File: src/hw/rtl/bba_pkg.sv
package bba_pkg;

   // Field and word widths
   localparam int WORD_W = 32;
   localparam int BIT_W  = 5;
   localparam int LIM_W  = 6;
   localparam int REF_W  = 16;
   localparam int ACT_W  = 2;
   localparam int ST_W   = 2;
   localparam int CNT_W  = 8;
   localparam int DATA_W = 32;
   localparam int ADDR_W = 3;

   // Register reset values
   localparam logic [REF_W-1:0] OFFSET_RESET = 16'd3;
   localparam logic [CNT_W-1:0] COUNT_RESET  = 8'd128;

   // Register select (paddr bit 2)
   localparam logic REG_OFFSET = 1'b0;
   localparam logic REG_COUNT  = 1'b1;

   // Request actions
   localparam logic [ACT_W-1:0] ACT_ALLOC     = 2'd0;
   localparam logic [ACT_W-1:0] ACT_FREE      = 2'd1;
   localparam logic [ACT_W-1:0] ACT_RESET_MAP = 2'd2;

   // Response status codes
   localparam logic [ST_W-1:0] ST_DONE  = 2'd0;
   localparam logic [ST_W-1:0] ST_FULL  = 2'd1;
   localparam logic [ST_W-1:0] ST_RANGE = 2'd2;

   // Result of the free-bit search over one map word
   typedef struct packed {
      logic             found;
      logic [BIT_W-1:0] pos;
   } scan_res_type;

endpackage

File: src/hw/rtl/bba_ram.sv
module bba_ram #(
   parameter int WIDTH = 32,
   parameter int DEPTH = 4,
   parameter int AW    = (DEPTH > 1) ? $clog2(DEPTH) : 1
) (
   input  logic             clock,
   input  logic             wr_en,
   input  logic [AW-1:0]    wr_addr,
   input  logic [WIDTH-1:0] wr_data,
   input  logic             rd_en,
   input  logic [AW-1:0]    rd_addr,
   output logic [WIDTH-1:0] rd_data
);

   logic [WIDTH-1:0] mem [DEPTH];
   logic [WIDTH-1:0] rd_data_ff;

   always_ff @(posedge clock) begin
      if (wr_en) begin
         mem[wr_addr] <= wr_data;
      end
      if (rd_en) begin
         rd_data_ff <= mem[rd_addr];
      end
   end

   assign rd_data = rd_data_ff;

endmodule

File: src/hw/rtl/bba_scan.sv
module bba_scan (
   input  logic [bba_pkg::WORD_W-1:0] word,
   input  logic [bba_pkg::LIM_W-1:0]  lim,
   output bba_pkg::scan_res_type      res
);
   import bba_pkg::*;

   logic [WORD_W-1:0] avail;

   // Mark clear bits below the limit
   always_comb begin
      for (int i = 0; i < WORD_W; i++) begin
         avail[i] = !word[i] && (LIM_W'(i) < lim);
      end
   end

   // Pick the lowest marked bit
   always_comb begin
      res.found = |avail;
      res.pos   = '0;
      for (int i = WORD_W - 1; i >= 0; i--) begin
         if (avail[i]) begin
            res.pos = BIT_W'(i);
         end
      end
   end

endmodule

File: src/hw/rtl/bitmap_block_allocator.sv
// Channel | Direction | Handshake              | Payload
// req     | in        | req_valid / req_stall  | req_action, req_block_ref
// rsp     | out       | rsp_valid / rsp_stall  | rsp_allocated_ref, rsp_status
// csr     | in/out    | psel, penable, pready  | paddr, pwdata, prdata
//
// One request at a time. For an allocate the response register loads in the finish
// step, after the decode step and the search of the 32-bit map words (at most 4 for 128
// blocks); the map RAM read port feeds one word per cycle to the free-bit search.
// A free passes through decode and modify before finish; reset-map, allocate with no
// managed blocks, an out-of-range free and the undefined action go from decode
// straight to finish. The sequencer returns to idle before the next accept.
// Reset clears the map through per-word valid bits.
// A stalled response holds in the output register; the next request is
// taken meanwhile and waits in the finish step until the register frees.
module bitmap_block_allocator #(
   parameter int MAX_BLOCKS = 128
) (
   input  logic                        clock,
   input  logic                        reset,
   input  logic                        req_valid,
   output logic                        req_stall,
   input  logic [bba_pkg::ACT_W-1:0]   req_action,
   input  logic [bba_pkg::REF_W-1:0]   req_block_ref,
   output logic                        rsp_valid,
   input  logic                        rsp_stall,
   output logic [bba_pkg::REF_W-1:0]   rsp_allocated_ref,
   output logic [bba_pkg::ST_W-1:0]    rsp_status,
   input  logic                        psel,
   input  logic                        penable,
   input  logic                        pwrite,
   input  logic [bba_pkg::ADDR_W-1:0]  paddr,
   input  logic [bba_pkg::DATA_W-1:0]  pwdata,
   output logic [bba_pkg::DATA_W-1:0]  prdata,
   output logic                        pready
);
   import bba_pkg::*;

   localparam int MAP_WORDS = (MAX_BLOCKS + WORD_W - 1) / WORD_W;
   localparam int AW        = (MAP_WORDS > 1) ? $clog2(MAP_WORDS) : 1;
   localparam int IW        = (AW + BIT_W >= CNT_W + 1) ? AW + BIT_W : CNT_W + 1;
   localparam int MAXC      = (MAX_BLOCKS > 255) ? 255 : MAX_BLOCKS;

   typedef enum logic [2:0] {
      S_IDLE,
      S_DECODE,
      S_SCAN,
      S_MODIFY,
      S_FINISH
   } state_type;

   state_type             state_ff, state_in;
   logic [ACT_W-1:0]      act_ff, act_in;
   logic [REF_W-1:0]      ref_ff, ref_in;
   logic [AW-1:0]         sp_ff, sp_in;
   logic [BIT_W-1:0]      fbit_ff, fbit_in;
   logic [REF_W-1:0]      res_ref_ff, res_ref_in;
   logic [ST_W-1:0]       res_st_ff, res_st_in;
   logic [MAP_WORDS-1:0]  vld_ff, vld_in;
   logic                  rsp_valid_ff, rsp_valid_in;
   logic [REF_W-1:0]      rsp_ref_ff, rsp_ref_in;
   logic [ST_W-1:0]       rsp_st_ff, rsp_st_in;
   logic [REF_W-1:0]      off_ff;
   logic [CNT_W-1:0]      cnt_ff;

   logic [CNT_W-1:0]      eff_cnt;
   logic [REF_W:0]        diff;
   logic [REF_W-1:0]      idx;
   logic                  out_of_range;
   logic                  rd_en, wr_en;
   logic [AW-1:0]         rd_addr, wr_addr;
   logic [WORD_W-1:0]     wr_data, rd_data, cur_word;
   logic [IW-1:0]         base, rem, aidx;
   logic [LIM_W-1:0]      lim;
   logic                  last_word;
   scan_res_type          scan_res;
   logic                  cfg_wr;

   // Configuration registers
   assign cfg_wr = psel && penable && pwrite && pready;
   assign pready = 1'b1;

   always_ff @(posedge clock) begin
      if (reset) begin
         off_ff <= OFFSET_RESET;
         cnt_ff <= COUNT_RESET;
      end else if (cfg_wr) begin
         unique case (paddr[2])
            REG_OFFSET: off_ff <= pwdata[REF_W-1:0];
            REG_COUNT:  cnt_ff <= pwdata[CNT_W-1:0];
            default:    off_ff <= off_ff;
         endcase
      end
   end

   always_comb begin
      unique case (paddr[2])
         REG_OFFSET: prdata = DATA_W'(off_ff);
         REG_COUNT:  prdata = DATA_W'(cnt_ff);
         default:    prdata = '0;
      endcase
   end

   // Saturate block count at MAX_BLOCKS, capped at 255
   assign eff_cnt = (cnt_ff > CNT_W'(MAXC)) ? CNT_W'(MAXC) : cnt_ff;

   // Free reference range check
   assign diff         = {1'b0, ref_ff} - {1'b0, off_ff};
   assign idx          = diff[REF_W-1:0];
   assign out_of_range = diff[REF_W] || (idx >= REF_W'(eff_cnt));

   // Map word storage; a word never written since the last clear reads as zero
   bba_ram #(
      .WIDTH (WORD_W),
      .DEPTH (MAP_WORDS),
      .AW    (AW)
   ) u_map (
      .clock   (clock),
      .wr_en   (wr_en),
      .wr_addr (wr_addr),
      .wr_data (wr_data),
      .rd_en   (rd_en),
      .rd_addr (rd_addr),
      .rd_data (rd_data)
   );

   assign cur_word = vld_ff[sp_ff] ? rd_data : '0;

   // Bits of the current word that lie below the block count
   assign base      = IW'({sp_ff, BIT_W'(0)});
   assign rem       = IW'(eff_cnt) - base;
   assign lim       = (rem >= IW'(WORD_W)) ? LIM_W'(WORD_W) : LIM_W'(rem);
   assign last_word = (rem <= IW'(WORD_W));

   bba_scan u_scan (
      .word (cur_word),
      .lim  (lim),
      .res  (scan_res)
   );

   assign aidx = base + IW'(scan_res.pos);

   // Sequencer next state
   always_comb begin
      state_in     = state_ff;
      act_in       = act_ff;
      ref_in       = ref_ff;
      sp_in        = sp_ff;
      fbit_in      = fbit_ff;
      res_ref_in   = res_ref_ff;
      res_st_in    = res_st_ff;
      vld_in       = vld_ff;
      rsp_valid_in = rsp_valid_ff;
      rsp_ref_in   = rsp_ref_ff;
      rsp_st_in    = rsp_st_ff;
      rd_en        = 1'b0;
      rd_addr      = '0;
      wr_en        = 1'b0;
      wr_addr      = sp_ff;
      wr_data      = cur_word;

      // Drop the response once taken
      if (rsp_valid_ff && !rsp_stall) begin
         rsp_valid_in = 1'b0;
      end

      unique case (state_ff)
         S_IDLE: begin
            if (req_valid) begin
               act_in   = req_action;
               ref_in   = req_block_ref;
               state_in = S_DECODE;
            end
         end
         S_DECODE: begin
            res_ref_in = '0;
            res_st_in  = ST_DONE;
            state_in   = S_FINISH;
            priority if (act_ff == ACT_ALLOC) begin
               if (eff_cnt == '0) begin
                  res_st_in = ST_FULL;
               end else begin
                  rd_en    = 1'b1;
                  rd_addr  = '0;
                  sp_in    = '0;
                  state_in = S_SCAN;
               end
            end else if (act_ff == ACT_FREE) begin
               if (out_of_range) begin
                  res_st_in = ST_RANGE;
               end else begin
                  rd_en    = 1'b1;
                  rd_addr  = AW'(idx >> BIT_W);
                  sp_in    = AW'(idx >> BIT_W);
                  fbit_in  = idx[BIT_W-1:0];
                  state_in = S_MODIFY;
               end
            end else if (act_ff == ACT_RESET_MAP) begin
               vld_in    = '0;
               vld_in[0] = 1'b1;
               wr_en     = 1'b1;
               wr_addr   = '0;
               wr_data   = WORD_W'(1);
            end else begin
               res_st_in = ST_DONE;
            end
         end
         S_SCAN: begin
            if (scan_res.found) begin
               wr_en         = 1'b1;
               wr_data       = cur_word | (WORD_W'(1) << scan_res.pos);
               vld_in[sp_ff] = 1'b1;
               res_ref_in    = off_ff + REF_W'(aidx);
               res_st_in     = ST_DONE;
               state_in      = S_FINISH;
            end else if (last_word) begin
               res_ref_in = '0;
               res_st_in  = ST_FULL;
               state_in   = S_FINISH;
            end else begin
               rd_en   = 1'b1;
               rd_addr = sp_ff + AW'(1);
               sp_in   = sp_ff + AW'(1);
            end
         end
         S_MODIFY: begin
            wr_en         = 1'b1;
            wr_data       = cur_word & ~(WORD_W'(1) << fbit_ff);
            vld_in[sp_ff] = 1'b1;
            state_in      = S_FINISH;
         end
         S_FINISH: begin
            // Hold until the output register frees
            if (!rsp_valid_ff || !rsp_stall) begin
               rsp_valid_in = 1'b1;
               rsp_ref_in   = res_ref_ff;
               rsp_st_in    = res_st_ff;
               state_in     = S_IDLE;
            end
         end
         default: state_in = S_IDLE;
      endcase
   end

   always_ff @(posedge clock) begin
      if (reset) begin
         state_ff     <= S_IDLE;
         vld_ff       <= '0;
         rsp_valid_ff <= 1'b0;
      end else begin
         state_ff     <= state_in;
         vld_ff       <= vld_in;
         rsp_valid_ff <= rsp_valid_in;
      end
      act_ff     <= act_in;
      ref_ff     <= ref_in;
      sp_ff      <= sp_in;
      fbit_ff    <= fbit_in;
      res_ref_ff <= res_ref_in;
      res_st_ff  <= res_st_in;
      rsp_ref_ff <= rsp_ref_in;
      rsp_st_ff  <= rsp_st_in;
   end

   assign req_stall         = (state_ff != S_IDLE);
   assign rsp_valid         = rsp_valid_ff;
   assign rsp_allocated_ref = rsp_ref_ff;
   assign rsp_status        = rsp_st_ff;

endmodule

File: config.mk
export PLATFORM = sky130hd
export DESIGN_NAME = bitmap_block_allocator
export DESIGN_NICKNAME = d
export VERILOG_FILES = /design/src/hw/rtl/bba_pkg.sv /design/src/hw/rtl/bba_ram.sv /design/src/hw/rtl/bba_scan.sv /design/src/hw/rtl/bitmap_block_allocator.sv
export SDC_FILE = /design/constraint.sdc
export NUM_CORES = 1
export LEC_CHECK = 0
export ABC_AREA = 1
export BUFFER_PORTS_ARGS = -buffer_cell sky130_fd_sc_hd__buf_2
export CAP_MARGIN = 20
export CORE_MARGIN = 1
export CORE_UTILIZATION = 45
export CTS_CLUSTER_DIAMETER = 40
export DETAILED_ROUTE_END_ITERATION = 10
export GPL_ROUTABILITY_DRIVEN = 0
export PLACE_DENSITY_LB_ADDON = 0.05
export SYNTH_ARGS = -nofsm -noshare
export SYNTH_HDL_FRONTEND = slang
export SYNTH_HIERARCHICAL = 1
export SYNTH_SLANG_ARGS = --single-unit
File: constraint.sdc
create_clock -name clock -period 16.6 [get_ports clock]
set_input_delay 2.49 -clock clock [delete_from_list [all_inputs] [get_ports clock]]
set_output_delay 2.49 -clock clock [all_outputs]
set_load 0.05 [all_outputs]
==> impl_metrics.yaml, run 1 <==
routing:
  drt_wl_total_um: 35500
  drc: 0
  drt_iter0_markers: 799
  first_pass_iters: 6
  antenna_left: 0
  viasPerCell: 5.05
  wl_per_cell_um: 16.7
  num_vias: 10700
sta:
  worst_slew_pin_slew_ns: 0.890
  setup_slack_ns: 9.05
  grt_setup_unrepaired: "no"
  hold_ws_ns: 0.416
  hold_viol: 0
  min_period_ns: 7.55
  setup_tns_ns: 0
  fmax_ghz: 0.133
  setup_viol: 0
  fin_crit_sh_pct: 45.5
  skew_ns: 0.0197
  slew-limit-headroom_pct: 40.5
  maxSlewViolCount: 0
placement:
  dpl_cell_area_mm2: 0.0144
  dpl.hpwl_um: 24500
  port-buffer-count: 77
  dpl_worst_slack_ns: 9.21
floorplanning:
  start_util_pct: 46.0
  num_rows: 63
  pin_count: 113
  core-area_mm2: 0.0298
  die_h_um: 177
  die_area_mm2: 0.0312
  die_width_um: 177
clock_network:
  cts_hold_buf: 0
  cts_tree: "done"
  clk_path_buf_depth: 3
  post_cts_buffers: 0
  clock_sink_count: 253
  cts_max_level: 2
  cts_made_buffers: 40
  clock_latency_ns: 0.53
  cts.root.buffer_cell: "clkbuf_16"
  clk_pin_slew_ns: 0.05
  cts-resized-gates: 0
synth:
  synthFlopType: "edfxtp_1"
  yosysSeqAreaShare_pct: 53.1
  avgSynthCellArea_um2: 8.52
  yosysWarnings: 6
  postSynth.asyncResetShare_pct: 0
  synth_cells: 1608
  synthTopCellsByCount: "399 x nand2_1, 323 x inv_1, 221 x edfxtp_1"
  syn_area_mm2: 0.0137
  synth_edf_count: 221
  synth.distinct_cells: 54
  synth_xor_area_share_pct: 0.383
  synth_top_cell_by_area: "edfxtp_1"
  synth.top_cell.area_share_pct: 48.4
  synth_compound_area_share_pct: 8.97
  synthAdderAreaFrac_pct: 3.82
  ys_ff_latch: 253
  yosys.area_share.simple_pct: 21.8
  synth.area.top_cells: "edfxtp_1 48%, nand2_1 11%, inv_1 8.8%"
  yosys-mux-area-fraction_pct: 0
  synth_top_family_by_area: "simple AND/OR/NAND/NOR gates"
  yosysMostFrequentCell: "nand2_1"
cells_and_area:
  final_net_count: 1802
  fin_area_mm2: 0.0158
  area.growth.synth_to_final_pct: 15.6
  antenna_cells: 0
  final_layout_size_suffix_gt1_share_pct: 12.6
worst_setup_path:
  cp-start-kind: "register"
  path_delay_family: "simple AND/OR/NAND/NOR gates"
  critPathCaptureType: "register"
  cp_slowest_cell: "nor2_1"
  crit_top_cell: "nand2_1"
  required_ns: 16.87
  cp_slowest_stage_delay_ns: 0.59
  crit_fanout: 10
  cp_num_buf_inv: 5
  crit_arrival_ns: 7.81
  setup.worst_path.class: "register to register"
global_routing:
  grt-ovfl-total: 0
  antenna_found_initial: 0
  grt_pass1_wl_um: 55400
  track_usage_pct: 23.1
  grt_pass1_vias: 10100
  grt_max_degree: 66
power:
  seqPwrFrac_pct: 40.5
  combPwrFrac_pct: 11.4
  vdd_drop_max_mv: 0.0921
  internal-power_uw: 1360
  powerDensity_mw_per_mm2: 115
  power_frac_clock_pct: 48.0
  p_sw_share_pct: 25.3
  p_leak_uw: 0.00726
  switching_power_uw: 461
min_path:
  hp-class: "register to register"
status:
  status: "completed"
run:
  maxCapViolations: 0
cells in the final DEF (no fill, tap or decap), types with 4 or more instances in the layout:
| master | synthesis | layout |
|---|---|---|
| nor3_2 | 3 | 7 |
| clkinvlp_4 | 0 | 6 |
| xor2_1 | 4 | 4 |
| conb_1 | 2 | 17 |
| nor2_2 | 10 | 10 |
| nor2_1 | 113 | 113 |
| buf_4 | 22 | 13 |
| dfxtp_1 | 32 | 32 |
| nand3_1 | 108 | 108 |
| clkbuf_1 | 14 | 4 |
| nand2_2 | 8 | 8 |
| buf_2 | 10 | 77 |
| ha_1 | 37 | 37 |
| o21ai_0 | 91 | 91 |
| o21bai_1 | 6 | 6 |
| edfxtp_1 | 221 | 221 |
| clkinv_1 | 5 | 8 |
| a31oi_1 | 7 | 7 |
| clkbuf_8 | 0 | 4 |
| o21a_1 | 4 | 4 |
| nand3_2 | 6 | 6 |
| a21oi_1 | 64 | 64 |
| nor3_1 | 30 | 26 |
| inv_1 | 323 | 323 |
| bufinv_16 | 0 | 6 |
| o22ai_1 | 6 | 6 |
| nand2_1 | 399 | 399 |
| nand4_1 | 9 | 9 |
| clkbuf_16 | 0 | 42 |
| inv_2 | 15 | 15 |
| a211o_1 | 5 | 5 |
worst reg2reg max path: cells and delay by family (launching register included):
| family | cells | cell delay [ns] |
|---|---|---|
| simple gates | 41 | 4.02 |
| compound gates | 8 | 1.31 |
| fa+ha+maj | 4 | 1.20 |
| buf+inv | 5 | 0.43 |
| flops | 1 | 0.33 |
worst paths after layout:
check / start / endpoint / slack (ns) / cells after the start
setup / recovery: cnt_ff[0] / res_ref_ff[14] / 9.05 / 58
hold reg to reg: res_ref_ff[12] / rsp_allocated_ref[12] / 0.42 / 0
hold / removal: res_ref_ff[12] / rsp_allocated_ref[12] / 0.42 / 0
setup reg to reg: cnt_ff[0] / res_ref_ff[14] / 9.05 / 58
power groups by stage:
stage               Combinational (uW)  Sequential, uW  Clock [uW]
floorplan                          147             755           0
global placement                   205             750           0
detailed placement                 207             751           0
CTS                                208             739         893
global route                       234             741         918
finish                             208             739         875
metrics by stage:
step	power (uW)	util (%)	instances
6_report	1820	53.2	2123
5_1_grt	1890	53.2	2123
4_1_cts	1840	53.2	2123
3_5_place_dp	958	48.4	2050
3_3_place_gp	955	48.4	2050
2_1_floorplan	902	-	1623
layout make-up:
class,count,area [um^2]
tap,390,488
inverter,343,1290
fill,2828,13900
clock buffer,50,1120
timing repair buffer,90,483
sequential,253,7280
multi-input combinational,974,4880
clock inverter,23,309
cells by family after synthesis:
| group | Yosys count |
|---|---|
| and+or+nand+nor | 700 |
| AOI/OAI and AO/OA | 211 |
| DFF | 253 |
| buffers and inverters | 396 |
| adders and majority gates | 40 |
| xor gates and xnor gates | 6 |
| other | 2 |
layer usage:
metal	part of all wire [%]	GRT usage [%]	up-vias
li1	-	-	5360
met1	47	33.0	4994
met2	44	36.2	309
met3	5.7	3.27	60
met4	2.4	7.15	0
met5	0	0	-
registers in the layout, summed over array words and instances (netlist names), 3 cells and up:
name               cells
u_map/rd_data         32
rsp_allocated_ref     16
ref_ff                16
fbit_ff                5
cnt_ff                 8
res_ref_ff            16
u_map/mem            128
vld_ff                 4
off_ff                16
state_ff               3
Power figures use the tool's default switching activity.
==> run 2, diff against run 1 <==
- clock period: 16.6 -> 7.6 ns (I/O delays scaled with it)
==> run 2 against run 1 <==
Net effect: setup slack got worse by 8.2 ns; non-clock buffer count up 11; critical path depth stayed put; hold slack better by 0.0015 ns; clock-buffer cell count is 1 higher; register-to-register slack got worse by 8.2 ns; flip-flop and latch count unchanged; critical path type unchanged; highest routed layer unchanged.
==> impl_metrics.yaml, run 2 (same netlist as run 1, synthesis figures left out) <==
run:
  maxCapViolations: 0
power:
  p_sw_share_pct: 25.5
  powerDensity_mw_per_mm2: 244
  internal-power_uw: 2900
  total_power_uw: 3890
  combPwrFrac_pct: 11.9
  switching_power_uw: 990
  power_frac_clock_pct: 46.7
  p_leak_uw: 0.00730
  seqPwrFrac_pct: 41.4
  vdd_drop_max_mv: 0.200
worst_setup_path:
  required_ns: 7.84
  cp_slowest_stage_delay_ns: 0.36
  critPathCaptureType: "register"
  setup.worst_path.class: "register to register"
  cp-start-kind: "register"
  crit_fanout: 8
  cp_slowest_cell: "fa_1"
  crit_top_cell: "nand2_1"
  crit_arrival_ns: 7.03
global_routing:
  track_usage_pct: 22.9
  grt_pass1_vias: 9807
  antenna_found_initial: 0
  grt_pass1_wl_um: 54500
  grt_max_degree: 65
  grt-ovfl-total: 0
cells_and_area:
  area.growth.synth_to_final_pct: 16.1
  final_layout_size_suffix_gt1_share_pct: 13.4
  final_cell_mix: "399 x nand2_1, 323 x inv_1, 221 x edfxtp_1"
  antenna_cells: 0
  final_net_count: 1813
  mostFrequentLayoutCell: "nand2_1"
  register_area_mm2: 0.00728
  multi_input_area_mm2: 0.00491
  largest_register: "u_map/mem"
  fill_cells: 2796
  largest_reg_flops: 128
floorplanning:
  pin_count: 113
  start_util_pct: 46.0
  num_rows: 63
  die_width_um: 177
  die_area_mm2: 0.0312
  die_h_um: 177
  core-area_mm2: 0.0298
sta:
  setup_tns_ns: 0
  min_period_ns: 6.79
  fin_crit_sh_pct: 89.3
  setup_slack_ns: 0.810
  slew-limit-headroom_pct: 36.5
  hold_viol: 0
  setup_viol: 0
  skew_ns: 0.0181
  worst_slew_pin_slew_ns: 0.950
  fmax_ghz: 0.147
  grt_setup_unrepaired: "no"
  maxSlewViolCount: 0
  hold_ws_ns: 0.417
routing:
  wl_per_cell_um: 16.3
  drc: 0
  drt_wl_total_um: 34700
  antenna_left: 0
  drt_iter0_markers: 826
  viasPerCell: 5.01
  first_pass_iters: 6
  num_vias: 10700
clock_network:
  cts_max_level: 2
  cts.root.buffer_cell: "clkbuf_16"
  cts_hold_buf: 0
  cts_tree: "done"
  clk_pin_slew_ns: 0.05
  clock_latency_ns: 0.52
  clk_path_buf_depth: 3
  clock_sink_count: 253
  cts_made_buffers: 40
min_path:
  hp-class: "register to register"
placement:
  port-buffer-count: 77
  dpl_worst_slack_ns: 0.546
  dpl.hpwl_um: 25200
status:
  status: "completed"
run 2: cell count changes in the layout (fill, tap and decap cells not counted), moves of 2 or more:
cell / change
buf_4: +10
bufinv_16: -2
clkbuf_1: +2
clkinv_2: +4
inv_6: -2
nor2_1: -3
nor2_2: +2
run 2: critical path, delay by kind of cell (launching register included):
kind                     cells  cell delay (ns)
buffers and inverters        7             0.76
adder cells (fa/ha/maj)      4             1.15
AND/OR/NAND/NOR             40             3.16
AO/OA/AOI/OAI                7             1.07
flip-flops                   1             0.34
run 2: metal layers:
metal,GRT usage [%],vias up,wire length [um]
met3,3.04,47,1800
met1,34.5,4966,17200
met5,0,-,0
li1,-,5379,-
met2,34.3,315,15100
met4,6.11,0,655
run 2: power groups by stage:
stage               logic (uW)  registers, uW  clock network (uW)
floorplan                  322           1650                   0
global placement           452           1640                   0
detailed placement         456           1640                   0
CTS                        458           1610                1860
global route               519           1620                1910
finish                     462           1610                1820
run 2: final timing paths:
path / startpoint / end / slack (ns) / depth (start not counted)
setup / recovery: cnt_ff[0] / res_ref_ff[12] / 0.81 / 58
hold / removal: res_ref_ff[10] / rsp_allocated_ref[10] / 0.42 / 0
setup reg to reg: cnt_ff[0] / res_ref_ff[12] / 0.81 / 58
hold reg to reg: res_ref_ff[10] / rsp_allocated_ref[10] / 0.42 / 0
run 2: cell type report:
cell class / instances / share of cell area, %
flip-flops and latches: 253 / 45.7
multi-input cells: 974 / 30.9
inverters: 343 / 8.09
clock buffers: 51 / 7.01
repair buffers: 101 / 3.63
well taps: 390 / 3.07
clock inverters: 23 / 1.60
run 2: repair_timing:
action                     in CTS  in global routing
gates resized for setup         0                  7
buffers inserted                0                  4
setup endpoints to repair       0                  5
run 2: metrics by stage:
stage	utilization [%]	cell area, um^2	std cells
after floorplan	-	13800	1623
after global placement	48.6	14500	2057
after detailed placement	48.6	14500	2057
after CTS	53.2	15900	2131
after global routing	53.4	15900	2135
final	53.4	15900	2135
